$ cat src/rtl/phtc_pkg.sv
// Shared types and constants of the pressure, humidity and temperature compensation block.
package phtc_pkg;

  // Stage counts of each pipeline section
  localparam int LatTemp    = 3;
  localparam int LatPre     = 5;
  localparam int DivStages  = 64;
  localparam int LatPost    = 5;
  localparam int LatHum     = 7;
  localparam int PipeDepth  = 1 + LatTemp + LatPre + DivStages + LatPost;
  localparam int TcDelay    = LatPre + DivStages + LatPost;
  localparam int HumDelay   = TcDelay - LatHum;

  // Output limits
  localparam logic signed [14:0] TempMinCenti = -15'sd4000;
  localparam logic signed [14:0] TempMaxCenti = 15'sd8500;
  localparam logic signed [31:0] HumCap       = 32'sd419430400;

  // Decoded trim coefficients
  typedef struct packed {
    logic        [15:0] t1;
    logic signed [15:0] t2;
    logic signed [15:0] t3;
    logic        [15:0] p1;
    logic signed [15:0] p2;
    logic signed [15:0] p3;
    logic signed [15:0] p4;
    logic signed [15:0] p5;
    logic signed [15:0] p6;
    logic signed [15:0] p7;
    logic signed [15:0] p8;
    logic signed [15:0] p9;
    logic        [7:0]  h1;
    logic signed [15:0] h2;
    logic        [7:0]  h3;
    logic signed [11:0] h4;
    logic signed [11:0] h5;
    logic signed [7:0]  h6;
  } trim_t;

endpackage

$ cat src/rtl/phtc_temp.sv
// Temperature compensation pipeline producing fine temperature and centi-degree result.
module phtc_temp
  import phtc_pkg::*;
(
  input  logic                clk_i,
  input  logic                en_i,
  input  trim_t               trim_i,
  input  logic [19:0]         raw_t_i,
  input  logic [19:0]         raw_p_i,
  input  logic [15:0]         raw_h_i,
  output logic signed [21:0]  tfine_o,
  output logic signed [14:0]  tc_o,
  output logic [19:0]         raw_p_o,
  output logic [15:0]         raw_h_o
);

  logic signed [17:0] d1;
  logic signed [16:0] d2;
  logic signed [33:0] d1t2_full;
  logic signed [33:0] d2sq_full;
  logic [31:0]        d1t2_q, d2sq_q;
  logic signed [19:0] sq_s;
  logic signed [35:0] st3_full;
  logic signed [20:0] v1_q;
  logic signed [17:0] v2_q;
  logic signed [21:0] tfine;
  logic signed [24:0] t5;
  logic signed [16:0] tcs;
  logic signed [14:0] tc_d;
  logic [19:0]        rp1_q, rp2_q;
  logic [15:0]        rh1_q, rh2_q;

  // Stage 1: offsets against T1 and first products
  assign d1 = $signed({1'b0, raw_t_i[19:3]}) - $signed({1'b0, trim_i.t1, 1'b0});
  assign d2 = $signed({1'b0, raw_t_i[19:4]}) - $signed({1'b0, trim_i.t1});
  assign d1t2_full = d1 * $signed(trim_i.t2);
  assign d2sq_full = d2 * d2;

  // Stage 2: scale square by T3
  assign sq_s     = $signed(d2sq_q[31:12]);
  assign st3_full = sq_s * $signed(trim_i.t3);

  // Stage 3: fine temperature and saturated centi-degrees
  assign tfine = v1_q + v2_q;
  assign t5    = tfine * 25'sd5 + 25'sd128;
  assign tcs   = $signed(t5[24:8]);

  always_comb begin
    if (tcs < TempMinCenti) begin
      tc_d = TempMinCenti;
    end else if (tcs > TempMaxCenti) begin
      tc_d = TempMaxCenti;
    end else begin
      tc_d = tcs[14:0];
    end
  end

  // Advance all stages together
  always_ff @(posedge clk_i) begin
    if (en_i) begin
      d1t2_q  <= d1t2_full[31:0];
      d2sq_q  <= d2sq_full[31:0];
      rp1_q   <= raw_p_i;
      rh1_q   <= raw_h_i;
      v1_q    <= $signed(d1t2_q[31:11]);
      v2_q    <= $signed(st3_full[31:14]);
      rp2_q   <= rp1_q;
      rh2_q   <= rh1_q;
      tfine_o <= tfine;
      tc_o    <= tc_d;
      raw_p_o <= rp2_q;
      raw_h_o <= rh2_q;
    end
  end

endmodule

$ cat config.mk
export PLATFORM = sky130hd
export DESIGN_NAME = phtc_temp
export DESIGN_NICKNAME = d
export VERILOG_FILES = /design/src/rtl/phtc_pkg.sv /design/src/rtl/phtc_temp.sv
export SDC_FILE = /design/constraint.sdc
export NUM_CORES = 2
export LEC_CHECK = 0
export ABC_AREA = 1
export BUFFER_PORTS_ARGS = -buffer_cell sky130_fd_sc_hd__buf_2
export CAP_MARGIN = 20
export CORE_UTILIZATION = 60
export CTS_CLUSTER_SIZE = 40
export DETAILED_ROUTE_END_ITERATION = 16
export GPL_TIMING_DRIVEN = 0
export PLACE_DENSITY = 0.8
export SYNTH_ARGS = -nofsm -noshare
export SYNTH_HDL_FRONTEND = slang
export SYNTH_SLANG_ARGS = --single-unit
export TNS_END_PERCENT = 30
$ cat constraint.sdc
create_clock -name clk_i -period 10 [get_ports clk_i]
set_clock_uncertainty 0.05 [all_clocks]
set_input_delay 0.5 -clock clk_i [delete_from_list [all_inputs] [get_ports clk_i]]
set_output_delay 0.5 -clock clk_i [all_outputs]
set_load 0.02 [all_outputs]
* Yosys cells after proc, flatten, opt, wreduce, memory -nomap -nowiden
Index checks and enable logic that the tools add are counted.
** Operators by class
- Div/mod/pow operators :: 0
- Reduce and logical (&&, ||, !) cells :: 1
- Shift operators :: 0
- $mul :: 4
- Add/subtract/negate cells :: 4
- Bitwise logic cells :: 0
- Magnitude comparators :: 2
- Equality and inequality tests :: 0
- Muxes and demuxes :: 1
** Operators with widths (number)
- $mul 17x17->32 :: 1
- $mul 18x16->32 :: 1
- $mul 20x16->32 :: 1
- $add 25x9->25 const B :: 1
- $mul 22x4->25 const B :: 1
- $add 21x18->22 :: 1
- $sub 17x17->18 :: 1
- $gt 17x15->1 const B :: 1
- $lt 17x13->1 const B :: 1
- $sub 16x16->17 :: 1
- $mux 15 :: 1
- $reduce_or 2->1 :: 1
** Word-level totals
- Output and inout bits :: 73
- Flip-flop bits (word level) :: 248
- Memory bits (writable) :: 0
- Bits in latches :: 0
- Input bits :: 314
- Logic and storage cells :: 25
- Memories kept :: 0
- Bits in read-only memories :: 0

* Longest topological paths before layout
- Word-level depth :: 5
- Gate-level depth with buffers :: 39

* Least setup slack after synthesis
Ideal clock, no wire load.
- Kind :: input -> register
- Start :: in raw_t_i[4]
- End :: reg d1t2_q[27], data pin
- Slack :: 2528 ps
- Path buffers :: 1
- Required time :: 9690 ps
- Stages on the path :: 38
- Data arrival time :: 7162 ps
- Path through :: inv_1 ha_1 inv_1 fa_1 nand2_1 nand2_1 a21oi_1 o21ai_2 nand3_1 nand2_1 nand2_1 nand2_1 inv_1 clkbuf_1 nand2_1 fa_1 inv_1 fa_1 (+2 left out) fa_1 inv_1 fa_1 inv_1 fa_1 inv_1 ha_1 a21o_1 a31oi_1 nand3_1 a21o_1 a21oi_1 inv_1 nand2_1 nand2_1 nand3_1 nand2_1 xor2_1
** On the way
- Word-level cells in the longest chain between the ends :: 2
** RTL lines
- from (decl) :: RTL line phtc_temp.sv:8 : input logic [19:0] raw_t_i,
- $sub 17x17->18 :: RTL line phtc_temp.sv:34 : assign d1 = $signed({1'b0, raw_t_i[19:3]}) - $signed({1'b0, trim_i.t1, 1'b0});
- $mul 18x16->32 :: RTL line phtc_temp.sv:36 : assign d1t2_full = d1 * $signed(trim_i.t2);
- net d1t2_full[27] :: RTL line phtc_temp.sv:19 : logic signed [33:0] d1t2_full;
- to (signal assigned) :: RTL line phtc_temp.sv:61 : d1t2_q <= d1t2_full[31:0];
- to (decl) :: RTL line phtc_temp.sv:21 : logic [31:0] d1t2_q, d2sq_q;
The timed path passes the listed nets, and every way through them passes these cells.
A chain may end at the register's enable or synchronous reset.

* Worst setup path after layout
Ends and elaborated chain as after synthesis.

==> qor.txt <==
CP arrival: 8.77 ns
Async S/R FF share, synth: 0%
Vias in the first global route: 31,775
Worst setup margin: 1.43 ns
Cts repair resizes: 0
Final count of pins violating max slew: 0
Worst hold stages: 1
Share of the synthesized area in the top cell type: 40.3%
Fin util: 64.5%
Total stage count of the critical path: 37
Final WL: 97,600 um
Post-Syn Nets: 5,949
Achievable clock frequency: 117 MHz
IO buf count: 159
Mux contribution to synthesized area: 0%
CP peak stage delay: 0.58 ns
HPWL after DPL: 82,500 um
Syn Area/Cell: 9.06 um2
Clock root cell: clkbuf_16
Outcome: complete, no violations
Synth Area in Simple Gates: 13.0%
Top FF cell, synth: edfxtp_1
EDFF count, synth: 225
Dpl ws: 1.00 ns
Clk sink count: 225
Fin nets: 6,135
Initial Util: 60.6%
Register area: 6760 um2
# IOs: 387
Final hold violations: 0
HP Class: in2reg
Vias per Instance: 5.35
Synth cell count leaders: inv_1 (1,248), nand2_1 (828), fa_1 (819)
Worst Path Buf+Inv: 11
Worst Path Required: 10.21 ns
Clock transition at path regs: 0.08 ns
Synth Cell Area: 40,700 um2
Post-synth top area cell: fa_1
Largest net degree at the start of global routing: 95
R2r startpoint: d2sq_q[28]$_DFFE_PP_
CTS Hold Bufs: 0
Antenna cells: 0
Clock buffer depth: 3
Placed Area: 42,600 um2
Post-route ant nets: 0
Worst setup SP type: input port
RSZ-0062 raised after global routing: false
Gpl congestion: 0.974
Final setup fails: 0
Synth Area in Adders: 50.4%
Yosys reg bits: 225
Min cycle time layout: 8.57 ns
Delay-heaviest family, CP: adder cells
# Max-Cap Violations: 0
Area occupied by multi-input gates: 28,700 um2
CP endpoint kind: flip-flop
Synthesis-to-finish area growth: 6.58%
Fin crit share: 85.7%
Hold path startpoint: raw_p_i[0]
Largest family of logic cells by synthesized area: adder cells
Top cell by count, worst path: inv_1
R2R depth: 22
Initial antenna violation count: 0
DRT Pass-1 Iters: 5
CTS tree: done
Sequential share of the synthesized area: 16.6%
Cell Rows: 95
Synth Area in Compound Gates: 4.06%
Layout cells sized above 1: 6.14%
Worst r2r dst: v2_q[16]$_DFFE_PP_
R2r setup slk: 3.28 ns
GRT overflow: 0
Worst Setup Path Type: in2reg
Die Span X: 262 um
Die height: 262 um
Fillers: 5,411
Clk Latency, worst-skew pair: 0.55 ns
Warnings, synthesis: 0
Residual DRC: 0
Most common cell in the netlist: inv_1
Post-synthesis xor/xnor area fraction: 3.04%
DR iter-0 viols: 2,433
Die ar.: 68,800 um2
Slowest library cell on the worst path: clkinv_1
Final setup TNS: 0 ns
Core area: 67,200 um2
Cell count after synthesis: 4,487
Worst Hold End: rp1_q[0]$_DFFE_PP_
Global Route Usage Sum: 29.6%
DR vias: 29,748
Worst-margin pin slew: 1.05 ns
Max-slew headroom: 29.8%
Netlist cell types: 59
Post CTS Setup Buffer Count: 0
DR WL/cell: 17.6 um
Global-route wire length before repair: 160,000 um
CTS Buf Count: 23
Post-Layout Inst Area: 43,300 um2
Maximum fanout along the worst path: 10
H-tree levels: 1
Ranking of synthesized cells by area: fa_1 (40%), edfxtp_1 (17%), inv_1 (12%)
## stage by stage
step                      cells  hold slack (ns)
final                      5560           0.0752
after global routing       5560           0.0703
after CTS                  5560           0.0488
after global placement     5519            0.350
after detailed placement   5521            0.355
after floorplan            4487            0.350
## worst max path at each step
stage	start	to	slack, ns
final	raw_t_i[4]	d1t2_q[27]$_DFFE_PP_	1.43
after global routing	raw_t_i[4]	d1t2_q[23]$_DFFE_PP_	0.96
after CTS	raw_t_i[4]	d1t2_q[27]$_DFFE_PP_	1.56
after detailed placement	raw_t_i[4]	d1t2_q[27]$_DFFE_PP_	1.00
after global placement	raw_t_i[4]	d1t2_q[27]$_DFFE_PP_	1.10
after floorplan	raw_t_i[4]	d1t2_q[27]$_DFFE_PP_	2.53
## cell families after synthesis
logic type,count (synthesis)
XOR/XNOR,138
flip-flops,225
AO/OA/AOI/OAI,293
adder cells (fa/ha/maj),1148
buffers and inverters,1386
AND/OR/NAND/NOR,1297
## registers in the layout (all words and copies together) (netlist names), 16 cells and up
signal	count
d1t2_q	21
v2_q	18
d2sq_q	20
raw_p_o	20
tfine_o	22
v1_q	21
rh1_q	16
rp1_q	20
rp2_q	20
raw_h_o	16
rh2_q	16
## placed cells by master (no fill, tap or decap), types with 25 or more instances in the layout
master / count
a21oi_1: 145
buf_2: 173
clkbuf_1: 99
edfxtp_1: 225
fa_1: 819
ha_1: 329
inv_1: 1248
nand2_1: 828
nand3_1: 57
nor2_1: 308
o21ai_0: 74
or2_2: 25
xnor2_1: 54
xor2_1: 82
## layout make-up
type                    count  share of cell area (%)
inverters                1263                    10.9
clock inverters            14                   0.323
flip-flops and latches    225                    15.6
multi-input cells        2876                    66.2
clock buffers              25                    1.35
plain buffers             123                    1.12
repair buffers            161                    1.99
well taps                 873                    2.52
## per-layer routing
metal,track usage [%],vias to the layer above,share of wire [%]
met5,0,-,0
met4,11.0,0,4.6
met3,6.07,286,9.8
met2,50.4,1382,48
met1,37.6,14534,38
li1,-,13546,-
Power is left out: the tool's default activity adds up to more than one toggle a clock period on the data nets, which glitch-free logic cannot reach.
